--- src/hdl/rbst_pkg.sv ---
// Shared constants, register indexes and payload types for the ray/box slab test.
package rbst_pkg;

	localparam int COORD_WIDTH = 32;
	localparam int FRAC_BITS   = 16;
	localparam int TAG_WIDTH   = 16;
	localparam int IDX_WIDTH   = 3;

	localparam logic [IDX_WIDTH-1:0] REG_ORIGIN_X = 3'd0;
	localparam logic [IDX_WIDTH-1:0] REG_ORIGIN_Y = 3'd1;
	localparam logic [IDX_WIDTH-1:0] REG_ORIGIN_Z = 3'd2;
	localparam logic [IDX_WIDTH-1:0] REG_DIR_X    = 3'd3;
	localparam logic [IDX_WIDTH-1:0] REG_DIR_Y    = 3'd4;
	localparam logic [IDX_WIDTH-1:0] REG_DIR_Z    = 3'd5;

	localparam logic [COORD_WIDTH-1:0] DIR_X_RESET = COORD_WIDTH'(65536);

	typedef struct packed {
		logic signed [COORD_WIDTH-1:0] center_x;
		logic signed [COORD_WIDTH-1:0] center_y;
		logic signed [COORD_WIDTH-1:0] center_z;
		logic [COORD_WIDTH-2:0]        half_x;
		logic [COORD_WIDTH-2:0]        half_y;
		logic [COORD_WIDTH-2:0]        half_z;
		logic [TAG_WIDTH-1:0]          box_tag;
	} box_t;

	typedef struct packed {
		logic                 hit;
		logic [TAG_WIDTH-1:0] result_tag;
	} result_t;

endpackage

--- src/hdl/rbst_div_cell.sv ---
// One restoring-division step: brings in one dividend bit, emits one quotient bit.
module rbst_div_cell #(
	parameter int W  = rbst_pkg::COORD_WIDTH,
	parameter int NW = rbst_pkg::COORD_WIDTH + 1 + rbst_pkg::FRAC_BITS
) (
	input  logic          clk,
	input  logic          en,
	input  logic [W-1:0]  dm,
	input  logic [W-2:0]  rem_i,
	input  logic [NW-1:0] num_i,
	input  logic [W-1:0]  q_i,
	input  logic          big_i,
	output logic [W-2:0]  rem_o,
	output logic [NW-1:0] num_o,
	output logic [W-1:0]  q_o,
	output logic          big_o
);

	logic [W-1:0] part;
	logic [W-1:0] diff;
	logic         ge;

	assign part = {rem_i, num_i[NW-1]};
	assign ge   = (part >= dm);
	assign diff = part - dm;

	always_ff @(posedge clk) begin
		if (en) begin
			rem_o <= ge ? diff[W-2:0] : part[W-2:0];
			num_o <= {num_i[NW-2:0], 1'b0};
			q_o   <= {q_i[W-2:0], ge};
			// quotient bits pushed out the top only matter for saturation
			big_o <= big_i | q_i[W-1];
		end
	end

endmodule

--- config.mk ---
export PLATFORM = sky130hd
export DESIGN_NAME = rbst_div_cell
export DESIGN_NICKNAME = d
export VERILOG_FILES = /design/src/hdl/rbst_pkg.sv /design/src/hdl/rbst_div_cell.sv
export SDC_FILE = /design/constraint.sdc
export NUM_CORES = 1
export LEC_CHECK = 0
export ABC_AREA = 1
export BUFFER_PORTS_ARGS = -buffer_cell sky130_fd_sc_hd__buf_4
export CAP_MARGIN = 10
export CORE_AREA = 2 2 105 147
export DETAILED_ROUTE_END_ITERATION = 10
export DIE_AREA = 0 0 107 149
export GPL_TIMING_DRIVEN = 0
export PLACE_DENSITY = 0.76
export SETUP_SLACK_MARGIN = 0.5
export SYNTH_ARGS = -nofsm -noshare
export SYNTH_HDL_FRONTEND = slang
export SYNTH_SLANG_ARGS = --single-unit
--- constraint.sdc ---
create_clock -name clk -period 2.33 [get_ports clk]
set_input_delay 0.466 -clock clk [delete_from_list [all_inputs] [get_ports clk]]
set_output_delay 0.466 -clock clk [all_outputs]
set_load 0.02 [all_outputs]
==> impl_metrics.json <==
{
  "critPathRequiredTime_ps": 2440,
  "worst_ep_arrival_time_ps": 2120,
  "synth_enable_flop_cells": 112,
  "insertedDiodeCount": 0,
  "hold-path-endpoint": "q_o[14]",
  "max_slew_margin_pct": 60.0,
  "floorplan.core_area_sq_um": 14800,
  "fillers": 1234,
  "startpoint_class": "primary input",
  "worstPathMaxFanout": 5,
  "worst_hold_path.num_cells": 1,
  "drive_gt1_share_pct": 39.5,
  "first_global_vias": 5692,
  "period_minus_slack_ps": 2010,
  "drt_pass1_iterations": 6,
  "ios": 260,
  "timing.max_cap.violations": 0,
  "run_status": "complete, no violations",
  "synth-main-ff-cell": "sky130_fd_sc_hd__edfxtp_1",
  "synth_sequential_area_ratio_pct": 53.2,
  "nets": 1223,
  "crit_slowest_cell": "sky130_fd_sc_hd__fa_2",
  "internal_power_mw": 4.04,
  "critical-path-top-delay-family": "simple AND/OR/NAND/NOR gates",
  "multi_input_comb_area_sq_um": 2870,
  "cts_tree": "built",
  "switching_power_mw": 1.86,
  "final_cell_mix": "sky130_fd_sc_hd__buf_4 (278), sky130_fd_sc_hd__nand2_1 (256), sky130_fd_sc_hd__inv_1 (142)",
  "rsz0062_at_grt": "yes",
  "power.combinational.fraction_pct": 31.6,
  "detail-route-antenna-nets": 0,
  "routed_wire_length_per_instance_um": 15.5,
  "cts_made_buffers": 9,
  "global_route.usage.total_pct": 23.9,
  "yosys_cell_types": 29,
  "slew_viol_final": 0,
  "yosys_warnings": 0,
  "routed-via-count": 5843,
  "place_hpwl_um": 15200,
  "hold_viol": 0,
  "synthCells": 750,
  "grt_start_max_net_pins": 69,
  "grt_first_pass_wirelength_um": 28800,
  "holdCritPathClass": "primary input to register",
  "totalNegativeSetupSlack_ps": 0,
  "critical_path_class": "primary input to register",
  "cts.clk_slew.worst_paths_ps": 90,
  "power_leakage_nw": 4.87,
  "gp_congestion": 0.947,
  "end_kind": "register",
  "avgSynthCellArea_sq_um": 8.43,
  "synth.net_count": 930,
  "initial_antenna_violation_count": 0,
  "mappedNetlistArea_sq_um": 6320,
  "layout.cells.non_filler": 1240,
  "synth_async_sr_flop_share_pct": 0,
  "initial_core_util_pct": 42.8,
  "synthesized_flop_and_latch_total": 112,
  "register_area_sq_um": 3360,
  "floorplan.die_area_sq_um": 15900,
  "tightest_slew_ps": 601,
  "finalWirelength_um": 19300,
  "crit_buf_inv": 6,
  "slowest_delay_ps": 330,
  "layout_worst_path_cycle_share_pct": 86.2,
  "root_buffer": "sky130_fd_sc_hd__clkbuf_16",
  "power_switching_share_pct": 31.6,
  "cts_max_path_buffers": 2,
  "ir_worst_vdd_uv": 363,
  "layout_commonest_cell": "sky130_fd_sc_hd__buf_4",
  "power_frac_clock_pct": 26.0,
  "power_density_nw_per_um2": 612,
  "die_span_in_x_um": 107,
  "grt.overflow.total": 0,
  "critical_path.most_common_cell": "sky130_fd_sc_hd__nand2_2",
  "final-setup-viol-count": 0,
  "achievable_frequency_mhz": 498,
  "remaining_drc_errors": 0,
  "path_cells": "buf_8, inv_12, ha_4, fa_2, inv_2, nand2_2, nand2_2, nand3_2, nand2_2, nand2_2, nand3_2, nand2_2, nand2_4, inv_4, buf_8, buf_8, nand2_1, nand2_1",
  "vias_per_cell": 4.71,
  "flow.area_growth_from_synthesis_pct": 52.6,
  "p_seq_share_pct": 42.5,
  "buffer_ports.inserted": 258,
  "cts.htree.levels": 3,
  "drt_iter0_drc": 275,
  "die_height_um": 149,
  "cts_num_sinks": 112,
  "place_inst": 1201,
  "min-delay-start": "q_i[13]",
  "core.rowCount": 53
}
## how the worst max path moves through the flow
stage | startpoint | endpoint | slack, ps | depth (start not counted)
6_report | num_i[48] | rem_o[16] | 320 | 18
5_1_grt | num_i[48] | rem_o[16] | 270 | 18
4_1_cts | num_i[48] | rem_o[14] | 330 | 18
3_5_place_dp | num_i[48] | rem_o[16] | -360 | 18
3_3_place_gp | num_i[48] | rem_o[16] | -330 | 18
2_1_floorplan | num_i[48] | rem_o[11] | 130 | 17
## synth_stat cells, types with 3 or more instances
cell type | n | area share (%)
sky130_fd_sc_hd__a21oi_1 | 17 | 1.3
sky130_fd_sc_hd__buf_2 | 4 | 0.32
sky130_fd_sc_hd__edfxtp_1 | 112 | 53
sky130_fd_sc_hd__ha_1 | 32 | 6.3
sky130_fd_sc_hd__inv_1 | 154 | 9.1
sky130_fd_sc_hd__inv_2 | 4 | 0.24
sky130_fd_sc_hd__nand2_1 | 293 | 17
sky130_fd_sc_hd__nand3_1 | 44 | 3.5
sky130_fd_sc_hd__nand4_1 | 6 | 0.59
sky130_fd_sc_hd__nor2_1 | 40 | 2.4
sky130_fd_sc_hd__o21ai_0 | 3 | 0.24
sky130_fd_sc_hd__o21bai_1 | 3 | 0.36
sky130_fd_sc_hd__xor2_1 | 14 | 1.9
## state kept, by name, summed over array words and instances (netlist names)
signal / count
q_o: 32
num_o: 48
big_o: 1
rem_o: 31
## cells by family (layout without fill, tap and decap cells)
family | count (synthesis) | after routing | synth area share (%)
buf+inv | 165 | 463 | 10.2
simple gates | 401 | 401 | 25.9
fa+ha+maj | 33 | 33 | 6.65
flops | 112 | 112 | 53.2
other cells | 1 | 1 | 0.0593
compound gates | 24 | 24 | 2.06
xor+xnor | 14 | 14 | 1.94
## metal layers
metal,wire (um),global-route usage (%),vias up,share of wire [%]
li1,-,-,2920,-
met1,6900,25.6,2666,36
met2,10400,45.4,219,54
met3,1250,4.67,38,6.5
met4,687,9.68,0,3.6
met5,0,0,-,0
## power groups by stage
stage | Sequential (mW) | Clock (mW) | Combinational [mW]
after CTS | 2.51 | 1.57 | 1.78
after floorplan | 2.81 | 0 | 0.633
after detailed placement | 2.55 | 0 | 1.63
final | 2.51 | 1.53 | 1.86
after global placement | 2.55 | 0 | 1.60
after global routing | 2.52 | 1.65 | 2.02
## stage by stage
stage	worst slack [ps]	instance area (sq um)	hold slack [ps]	utilization (%)	power [mW]
finish	323	9650	281	65.2	5.90
global route	271	9650	262	65.2	6.20
CTS	326	9420	269	63.7	5.86
detailed placement	-356	8700	645	58.8	4.18
global placement	-329	8670	644	58.6	4.15
floorplan	135	6490	565	-	3.44
## timing repair
item                       4_1_cts  5_1_grt
hold buffers                     0        0
setup endpoints to repair       32       32
hold endpoints to repair         0        0
gates resized for setup         70       44
pin swaps                       12        8
cloned                           1        0
setup buffers                   15        7
## layout make-up
| class | count | share of cell area [%] |
|---|---|---|
| flip-flops and latches | 112 | 34.9 |
| multi-input cells | 473 | 29.7 |
| repair buffers | 282 | 22.6 |
| inverters | 158 | 6.30 |
| well taps | 192 | 2.49 |
| clock buffers | 10 | 2.37 |
| plain buffers | 7 | 0.973 |
| clock inverters | 6 | 0.649 |
No activity file was read; power rests on OpenSTA's default activity.
